## config.mk

```make
export PLATFORM = sky130hd
export DESIGN_NAME = sorted_priority_queue
export DESIGN_NICKNAME = d
export VERILOG_FILES = /design/src/hw/rtl/spq_pkg.sv /design/src/hw/rtl/spq_cell.sv /design/src/hw/rtl/spq_array.sv /design/src/hw/rtl/sorted_priority_queue.sv
export SDC_FILE = /design/constraint.sdc
export NUM_CORES = 1
export LEC_CHECK = 0
export ABC_AREA = 1
export BUFFER_PORTS_ARGS = -buffer_cell sky130_fd_sc_hd__clkbuf_2
export CAP_MARGIN = 10
export CORE_MARGIN = 4
export CORE_UTILIZATION = 65
export CTS_CLUSTER_SIZE = 24
export DETAILED_ROUTE_END_ITERATION = 7
export PLACE_DENSITY = 0.89
export SLEW_MARGIN = 20
export SYNTH_ARGS = -nofsm -noshare
export SYNTH_HDL_FRONTEND = slang
export SYNTH_SLANG_ARGS = --single-unit
```

## constraint.sdc

```tcl
create_clock -name i_clk -period 7.1 [get_ports i_clk]
set_clock_uncertainty 0.05 [all_clocks]
set_input_delay 2.13 -clock i_clk [delete_from_list [all_inputs] [get_ports i_clk]]
set_output_delay 2.13 -clock i_clk [all_outputs]
set_load 0.01 [all_outputs]
```

## src/hw/rtl/spq_pkg.sv

```systemverilog
// ----------------------------------------------------------------------------
// spq_pkg
// Shared types and codes for the sorted priority queue.
// ----------------------------------------------------------------------------
package spq_pkg;

    localparam int VAL_W    = 16;
    localparam int PRI_W    = 8;
    localparam int FILL_W   = 5;
    localparam int STATUS_W = 2;

    // operation codes carried on the slave tuser
    localparam logic MODE_INSERT = 1'b0;
    localparam logic MODE_REMOVE = 1'b1;

    // result status codes carried on the master tuser
    localparam logic [STATUS_W-1:0] ST_INSERTED = 2'd0;
    localparam logic [STATUS_W-1:0] ST_REMOVED  = 2'd1;
    localparam logic [STATUS_W-1:0] ST_EMPTY    = 2'd2;
    localparam logic [STATUS_W-1:0] ST_FULL     = 2'd3;

    // control broadcast from the top level to every slot
    typedef struct packed {
        logic             ins;
        logic             rem;
        logic [VAL_W-1:0] val;
        logic [PRI_W-1:0] pri;
    } t_cell_ctl;

endpackage

```

## src/hw/rtl/spq_cell.sv

```systemverilog
// ----------------------------------------------------------------------------
// spq_cell
// One slot of the sorted row: holds a value and its priority, compares the
// incoming priority and shifts toward the back on insert, forward on remove.
// ----------------------------------------------------------------------------
module spq_cell
    import spq_pkg::*;
(
    input  logic             i_clk,
    input  t_cell_ctl        i_ctl,
    input  logic             i_in_range,
    input  logic             i_le_prev,
    input  logic [VAL_W-1:0] i_prev_val,
    input  logic [PRI_W-1:0] i_prev_pri,
    input  logic [VAL_W-1:0] i_next_val,
    input  logic [PRI_W-1:0] i_next_pri,
    output logic             o_le,
    output logic [VAL_W-1:0] o_val,
    output logic [PRI_W-1:0] o_pri
);

    logic [VAL_W-1:0] r_val;
    logic [PRI_W-1:0] r_pri;
    logic [VAL_W-1:0] n_val;
    logic [PRI_W-1:0] n_pri;

    // held entry stays ahead of the new one when its priority is not larger
    assign o_le  = i_in_range && (r_pri <= i_ctl.pri);
    assign o_val = r_val;
    assign o_pri = r_pri;

    always_comb begin
        n_val = r_val;
        n_pri = r_pri;
        if (i_ctl.ins) begin
            if (!o_le) begin
                if (i_le_prev) begin
                    n_val = i_ctl.val;
                    n_pri = i_ctl.pri;
                end else begin
                    n_val = i_prev_val;
                    n_pri = i_prev_pri;
                end
            end
        end else if (i_ctl.rem) begin
            n_val = i_next_val;
            n_pri = i_next_pri;
        end
    end

    always_ff @(posedge i_clk) begin
        r_val <= n_val;
        r_pri <= n_pri;
    end

endmodule

```

## src/hw/rtl/spq_array.sv

```systemverilog
// ----------------------------------------------------------------------------
// spq_array
// Row of slots kept in priority order; slot zero is the front of the queue.
// ----------------------------------------------------------------------------
module spq_array
    import spq_pkg::*;
#(
    parameter int DEPTH = 16,
    parameter int CNT_W = 5
)
(
    input  logic             i_clk,
    input  t_cell_ctl        i_ctl,
    input  logic [CNT_W-1:0] i_count,
    output logic [VAL_W-1:0] o_front_val,
    output logic [PRI_W-1:0] o_front_pri
);

    logic [DEPTH-1:0] le;
    logic [VAL_W-1:0] val [DEPTH];
    logic [PRI_W-1:0] pri [DEPTH];

    genvar gi;
    generate
        for (gi = 0; gi < DEPTH; gi++) begin : g_slot
            logic             in_range;
            logic             le_prev;
            logic [VAL_W-1:0] prev_val;
            logic [PRI_W-1:0] prev_pri;
            logic [VAL_W-1:0] next_val;
            logic [PRI_W-1:0] next_pri;

            assign in_range = ({1'b0, i_count} > (CNT_W+1)'(gi));

            if (gi == 0) begin : g_first
                assign le_prev  = 1'b1;
                assign prev_val = '0;
                assign prev_pri = '0;
            end else begin : g_mid
                assign le_prev  = le[gi-1];
                assign prev_val = val[gi-1];
                assign prev_pri = pri[gi-1];
            end

            // last slot holds on remove; it lies beyond the fill anyway
            if (gi == DEPTH-1) begin : g_last
                assign next_val = val[gi];
                assign next_pri = pri[gi];
            end else begin : g_inner
                assign next_val = val[gi+1];
                assign next_pri = pri[gi+1];
            end

            spq_cell u_cell (
                .i_clk      (i_clk),
                .i_ctl      (i_ctl),
                .i_in_range (in_range),
                .i_le_prev  (le_prev),
                .i_prev_val (prev_val),
                .i_prev_pri (prev_pri),
                .i_next_val (next_val),
                .i_next_pri (next_pri),
                .o_le       (le[gi]),
                .o_val      (val[gi]),
                .o_pri      (pri[gi])
            );
        end
    endgenerate

    assign o_front_val = val[0];
    assign o_front_pri = pri[0];

endmodule

```

## src/hw/rtl/sorted_priority_queue.sv

```systemverilog
// ----------------------------------------------------------------------------
// sorted_priority_queue
// Bounded priority queue held as a sorted row of slots; insert and remove
// complete in one pass of parallel compare and shift.
// ----------------------------------------------------------------------------
// Path: an item passes the input register, then the result register; the slot
//   row updates on the same edge as the result register.
// Throughput: one item per cycle while the output side does not stall; the
//   compare and shift runs in parallel across all DEPTH slots.
// Reset: synchronous active low; clears the fill count and both valid flags.
//   Slot contents are not reset and are read only below the fill count.
// ----------------------------------------------------------------------------
module sorted_priority_queue
    import spq_pkg::*;
#(
    parameter int DEPTH = 16
)
(
    input  logic        i_clk,
    input  logic        i_rst_n,
    input  logic        i_s_tvalid,
    output logic        o_s_tready,
    input  logic [23:0] i_s_tdata,   // [15:0] item_value, [23:16] priority_req
    input  logic [0:0]  i_s_tuser,   // [0] mode
    output logic        o_m_tvalid,
    input  logic        i_m_tready,
    output logic [31:0] o_m_tdata,   // [15:0] out_value, [23:16] out_priority,
                                     // [28:24] fill_count, [31:29] zero
    output logic [1:0]  o_m_tuser    // [1:0] status
);

    localparam int CNT_W = $clog2(DEPTH + 1);

    // input register
    logic             r_in_valid;
    logic             r_in_mode;
    logic [VAL_W-1:0] r_in_val;
    logic [PRI_W-1:0] r_in_pri;

    // queue fill
    logic [CNT_W-1:0] r_count;
    logic [CNT_W-1:0] n_count;

    // result register
    logic                r_out_valid;
    logic [STATUS_W-1:0] r_out_status;
    logic [VAL_W-1:0]    r_out_val;
    logic [PRI_W-1:0]    r_out_pri;
    logic [FILL_W-1:0]   r_out_fill;

    logic                advance;
    logic                commit;
    logic                is_full;
    logic                is_empty;
    logic                ins_ok;
    logic                rem_ok;
    logic [STATUS_W-1:0] n_status;
    logic [VAL_W-1:0]    n_val;
    logic [PRI_W-1:0]    n_pri;
    logic [FILL_W-1:0]   n_fill;
    logic [CNT_W+FILL_W-1:0] fill_ext;
    logic [VAL_W-1:0]    front_val;
    logic [PRI_W-1:0]    front_pri;
    t_cell_ctl           cell_ctl;

    assign advance    = !r_out_valid || i_m_tready;
    assign o_s_tready = !r_in_valid || advance;
    assign commit     = r_in_valid && advance;

    assign is_full  = (r_count == CNT_W'(DEPTH));
    assign is_empty = (r_count == '0);
    assign ins_ok   = commit && (r_in_mode == MODE_INSERT) && !is_full;
    assign rem_ok   = commit && (r_in_mode == MODE_REMOVE) && !is_empty;

    assign cell_ctl.ins = ins_ok;
    assign cell_ctl.rem = rem_ok;
    assign cell_ctl.val = r_in_val;
    assign cell_ctl.pri = r_in_pri;

    spq_array #(
        .DEPTH (DEPTH),
        .CNT_W (CNT_W)
    ) u_array (
        .i_clk       (i_clk),
        .i_ctl       (cell_ctl),
        .i_count     (r_count),
        .o_front_val (front_val),
        .o_front_pri (front_pri)
    );

    always_comb begin
        n_count = r_count;
        n_val   = '0;
        n_pri   = '0;
        if (r_in_mode == MODE_INSERT) begin
            n_status = is_full ? ST_FULL : ST_INSERTED;
            if (ins_ok) begin
                n_count = r_count + CNT_W'(1);
            end
        end else begin
            n_status = is_empty ? ST_EMPTY : ST_REMOVED;
            if (!is_empty) begin
                n_val = front_val;
                n_pri = front_pri;
            end
            if (rem_ok) begin
                n_count = r_count - CNT_W'(1);
            end
        end
    end

    // fill count on the port keeps only its low bits
    assign fill_ext = {{FILL_W{1'b0}}, n_count};
    assign n_fill   = fill_ext[FILL_W-1:0];

    always_ff @(posedge i_clk) begin
        if (!i_rst_n) begin
            r_in_valid  <= 1'b0;
            r_out_valid <= 1'b0;
            r_count     <= '0;
        end else begin
            if (o_s_tready) begin
                r_in_valid <= i_s_tvalid;
            end
            if (advance) begin
                r_out_valid <= r_in_valid;
            end
            if (commit) begin
                r_count <= n_count;
            end
        end
    end

    always_ff @(posedge i_clk) begin
        if (i_s_tvalid && o_s_tready) begin
            r_in_mode <= i_s_tuser[0];
            r_in_val  <= i_s_tdata[15:0];
            r_in_pri  <= i_s_tdata[23:16];
        end
        if (commit) begin
            r_out_status <= n_status;
            r_out_val    <= n_val;
            r_out_pri    <= n_pri;
            r_out_fill   <= n_fill;
        end
    end

    assign o_m_tvalid = r_out_valid;
    assign o_m_tuser  = r_out_status;
    assign o_m_tdata  = {3'b000, r_out_fill, r_out_pri, r_out_val};

    // ------------------------------------------------------------------------
    // assertions
    // ------------------------------------------------------------------------
    a_count_bound: assert property (@(posedge i_clk) disable iff (!i_rst_n)
        r_count <= CNT_W'(DEPTH))
        else $error("fill count above depth");

    a_remove_dec: assert property (@(posedge i_clk) disable iff (!i_rst_n)
        rem_ok |=> (r_count == $past(r_count) - CNT_W'(1)))
        else $error("remove did not decrement fill count");

    a_insert_inc: assert property (@(posedge i_clk) disable iff (!i_rst_n)
        ins_ok |=> (r_count == $past(r_count) + CNT_W'(1)))
        else $error("insert did not increment fill count");

    a_reject_hold: assert property (@(posedge i_clk) disable iff (!i_rst_n)
        (commit && !ins_ok && !rem_ok) |=> $stable(r_count))
        else $error("rejected item changed fill count");

    a_zero_payload: assert property (@(posedge i_clk) disable iff (!i_rst_n)
        (r_out_valid && r_out_status != ST_REMOVED) |->
            (r_out_val == '0 && r_out_pri == '0))
        else $error("nonzero payload on a result without a removed entry");

endmodule

```

* Word level (Yosys, flattened, before mapping)
Index checks and enable logic that the tools add are counted.
** Storage, ports and cells
- Register bits after elaboration :: 447
- Input port bits :: 29
- Output and inout bits :: 36
- Logic and storage cells :: 267
** Operators by class
- $add $sub $neg :: 2
- Magnitude comparators :: 32
- Equal/unequal tests :: 16
- Muxes and demuxes :: 126
- Bitwise operators :: 2
- Reductions and logical operators :: 47
** Operators with widths (count)
- 16-bit 2-to-1 mux :: 60
- 8-bit 2-to-1 mux :: 60
- 8-bit less-or-equal comparator :: 16
- 5-bit by 4-bit > comparator with 1-bit output, second input constant :: 8
- 2-bit AND reduction :: 16
- 2-bit inequality test, second input constant :: 15
- 1-bit logical AND :: 22
- 5-bit by 3-bit > comparator with 1-bit output, second input constant :: 4
- 5-bit 2-to-1 mux :: 3
- 5-bit by 1-bit > comparator with 1-bit output, second input constant :: 2
- 5-bit by 2-bit > comparator with 1-bit output, second input constant :: 2
- 2-bit 2-to-1 mux :: 3
- 5-bit by 1-bit adder with 5-bit output, second input constant :: 1
- 5-bit == test, second input constant :: 1
- 5-bit zero test :: 1
- 5-bit by 1-bit subtractor with 5-bit output, second input constant :: 1
- 1-bit zero test :: 4
- 1-bit logical OR :: 2
- 1-bit NOT :: 2
- 2-bit nonzero test :: 1
- 2-bit OR reduction :: 1

* Logic depth before layout (Yosys ltp)
- Word-level depth :: 7
- Gate-level depth with buffers :: 16

* By module
A second synthesis with hierarchy kept.
** Second synthesis, totals
- Cell total of the unflattened synthesis :: 2955
- Area total of the unflattened synthesis :: 25893.6 µm²
** By module, submodules not included
- spq_cell :: instances 16, cells an instance 171, area an instance 1460.2 µm², sequential area each 720.7 µm²
- sorted_priority_queue :: instances 1, cells an instance 188, area an instance 2389.8 µm², sequential area each 1821.7 µm²
- spq_array :: instances 1, cells an instance 31, area an instance 141.4 µm², sequential area each 0.0 µm²

* Least setup slack after synthesis
No wires, ideal clock.
- Path type :: input to register
- Start point :: input i_m_tready
- End point :: register u_array.g_slot[15].u_cell.r_pri[0], enable pin
- Setup time :: 0.413 ns
- Arrival :: 4.400 ns
- Data required time :: 6.637 ns
- Setup slack :: 2.237 ns
- Stages :: 7
- Cells stage by stage :: inv_1 > nand2_1 > nand2_1 > inv_2 > nand2_2 > clkbuf_1 > a21oi_1
** Between the ends
- Longest elaborated chain between the ends :: 5
** RTL lines
- start, declared :: RTL line sorted_priority_queue.sv:26 : input logic i_m_tready,
- 1-bit logical OR :: RTL line sorted_priority_queue.sv:66 : assign advance = !r_out_valid || i_m_tready;
- 1-bit logical AND :: RTL line sorted_priority_queue.sv:68 : assign commit = r_in_valid && advance;
- net commit :: RTL line sorted_priority_queue.sv:52 : logic commit;
- 1-bit logical AND (2 in series) :: RTL line sorted_priority_queue.sv:72 : assign ins_ok = commit && (r_in_mode == MODE_INSERT) && !is_full;
- 2-bit AND reduction (no line)
- end signal, assigned :: RTL line spq_cell.sv:53 : r_pri <= n_pri;
- end, declared :: RTL line spq_cell.sv:23 : logic [PRI_W-1:0] r_pri;
The timed path passes the listed nets, and every way through them passes these cells.
A chain may end at the register's enable or synchronous reset.

* Final worst setup path
- Start point :: input i_m_tready
- End point :: output o_s_tready
** Between the ends
- Longest elaborated chain between the ends :: 2
** RTL lines
- 1-bit logical OR :: RTL line sorted_priority_queue.sv:66
- 1-bit logical OR :: RTL line sorted_priority_queue.sv:67 : assign o_s_tready = !r_in_valid || advance;
- end, declared :: RTL line sorted_priority_queue.sv:22 : output logic o_s_tready,
No other way between the ends.

==> impl_metrics.toml <==
[global_route]
grt_pass1_vias = 20639
antenna_found_initial = 1
grt_max_degree = 198
grt_overflow_total = 0
grt_first_pass_wirelength_mm = 98.9
grt_use_total = 0.270

[synth]
syn_area_um2 = 26100
synth_flop_cell = "edfxtp_1"
avgSynthCellArea_um2 = 7.78
yosysUniqueCellTypes = 26
synth_edf_count = 440
synth-seq-cells = 447
yosys.area_share.adder = 0.0637
async_reset_ff_frac = 0
synth_xor_xnor_area_share = 0.00101
synthMuxAreaShare = 0
ys_seq_area_frac = 0.511
syn_inst = 3358
yosys.area_share.simple = 0.315
yosysWarnings = 0
synth_top_family_by_area = "simple AND/OR/NAND/NOR gates"
synth-compound-area-share = 0.0200

[setup_path]
crit_required_ns = 4.92
setup.worst_path.class = "primary input to output pin"
cp-start-kind = "primary input"
critPathMaxFanout = 3
arrival_ns = 2.52
end_kind = "output pin"

[clock_network]
cts_setup_buffers = 0
cts_tree = "yes"
cts-htree-levels = 2
clk_latency_ns = 0.59
path_clk_slew_ns = 0.06
cts.repair.resized = 0
clock-sinks = 447
ctsHoldBuffers = 0
numCtsBuffers = 48
ctsRootBufferMaster = "clkbuf_16"
clockBufferDepth = 3

[layout]
area_growth_pct = 7.91
design_area_um2 = 28200
layout-drive-gt1-share = 0.0580
final_cells = 3937
layout.nets = 3536
antenna_cells = 0

[sta]
rsz0062_at_grt = "no"
setup_viol = 0
fin_tns_setup_ns = 0
slew_headroom = 0.317
whs_ns = 0.456
layout_setup_ws_ns = 2.40
slew_violations = 0
fmax_mhz = 213
finalHoldViolations = 0
period_needed_ns = 4.70
tightest_slew_ns = 1.02
fin_crit_sh = 0.661

[place]
dp_cells = 3849
numPortBuffers = 61
pre_cts_slack_ns = 2.10
hpwl_mm = 41.1
place_area_um2 = 26700
place_congestion = 0.868

[route]
wl_per_cell_um = 15.0
first_pass_iters = 8
vias = 20811
drc = 0
vias_per_cell = 5.29
drtIter0Drc = 2129
ant_nets = 0
wirelength_mm = 59.2

[die]
coreArea_um2 = 39700
fp-row-count = 73
die_h_um = 209
fp.dieW_um = 209
initial_core_util = 0.658
dieArea_um2 = 43500
num_io_pins = 65

[pwr]
pwr-share-comb = 0.146
leakage_uw = 0.0165
power_density_nw_per_um2 = 237
seqPwrFrac = 0.483
swShare = 0.269
clkPwrFrac = 0.371
internal-power_uw = 4900
power.switching_uw = 1800
irDropWorstVdd_v = 0.000196

[min_path]
min_path_type = "register to register"

[outcome]
outcome = "complete, no violations"

[job]
cap_viol_max_count = 0
[Yosys cell counts, types with 5 or more instances]
library cell  instances  area (um2)
nand3_1              38         190
buf_4                 5        37.5
nor2_1               87         327
a21o_1               14         105
buf_6                22         248
nand4_1              14        87.6
dfxtp_1               7         140
edfxtp_1            440       13200
nand2_1            1968        7390
clkbuf_1             74         278
inv_1               406        1520
inv_2                 5        18.8
buf_2                35         175
ha_1                133        1660
a21oi_1              42         210
nand2_4              20         225
o21ai_0              31         155
[per-layer routing]
metal,GRT usage,share of wire
met1,0.354,0.40
met2,0.469,0.49
met3,0.0338,0.080
met4,0.0940,0.030
met5,0,0
[registers in the layout (all words and copies together) (netlist names)]
signal and count:
r_count 5, r_out_pri 8, r_out_val 16, r_in_valid 1
r_in_pri 8, r_in_val 16, u_array.g_slot.u_cell.o_val 256, o_m_tuser 2
o_m_tvalid 1, r_in_mode 1, r_out_fill 5, u_array.g_slot.u_cell.o_pri 128
[cell type report]
| class | count | area (um2) |
|---|---|---|
| Multi-Input combinational cell | 2364 | 10500 |
| Inverter | 411 | 1540 |
| Clock buffer | 66 | 1290 |
| Tap cell | 525 | 657 |
| Timing Repair Buffer | 102 | 626 |
| Sequential cell | 447 | 13400 |
| Fill cell | 2920 | 11500 |
| Clock inverter | 22 | 246 |
[final timing paths]
kind	end	from	slack [ns]	depth (start not counted)
max	o_s_tready	i_m_tready	2.40	4
max reg2reg	u_array.g_slot[2].u_cell.o_pri[1]	r_in_pri[5]	3.02	12
min reg2reg	o_m_tvalid	o_m_tvalid	0.46	2
min	o_m_tvalid	o_m_tvalid	0.46	2
[through the flow]
step	utilization	total power [uW]
3_3_place_gp	0.671	4180
6_report	0.710	6700
3_5_place_dp	0.671	4230
4_1_cts	0.710	6720
2_1_floorplan	-	3980
5_1_grt	0.710	7000
[worst max-delay path, stage by stage]
cell      delay, ns
clkbuf_2       0.08
inv_1          0.05
nand3_1        0.10
clkbuf_2       0.15
[cells by family (layout without fill, tap and decap cells)]
group	after synthesis	count (layout)
other cells	1	3
compound gates	94	94
simple gates	2131	2131
xor+xnor	3	3
fa+ha+maj	133	133
buf+inv	549	601
flops	447	447
[power groups by stage]
stage	Sequential [uW]	Combinational, uW	Clock (uW)
after detailed placement	3290	946	0
after CTS	3230	966	2520
final	3240	974	2480
after global routing	3250	1120	2620
after global placement	3280	903	0
after floorplan	3260	720	0
[cell usage in the layout (no fill, tap or decap)]
| master | n |
|---|---|
| clkinv_4 | 1 |
| nor2_1 | 87 |
| a21o_1 | 14 |
| clkbuf_2 | 61 |
| inv_1 | 406 |
| inv_2 | 4 |
| buf_12 | 1 |
| clkbuf_8 | 2 |
| a21oi_2 | 1 |
| nand2_2 | 2 |
| a31oi_2 | 1 |
| clkinv_2 | 9 |
| ha_1 | 133 |
| clkbuf_1 | 16 |
| inv_6 | 1 |
| nand2_1 | 1968 |
| conb_1 | 3 |
| a21oi_1 | 41 |
| nand2_4 | 20 |
| a31oi_1 | 3 |
| nand2_8 | 1 |
| nand4_1 | 14 |
| edfxtp_1 | 440 |
| o21ai_0 | 31 |
| clkbuf_16 | 48 |
| buf_4 | 40 |
| clkinv_8 | 1 |
| o211ai_1 | 2 |
| clkinv_1 | 6 |
| dfxtp_1 | 7 |
| o21ai_1 | 1 |
| bufinv_16 | 5 |
| xor2_1 | 3 |
| nand3_1 | 38 |
| nor3_1 | 1 |
Power figures use the tool's default switching activity.
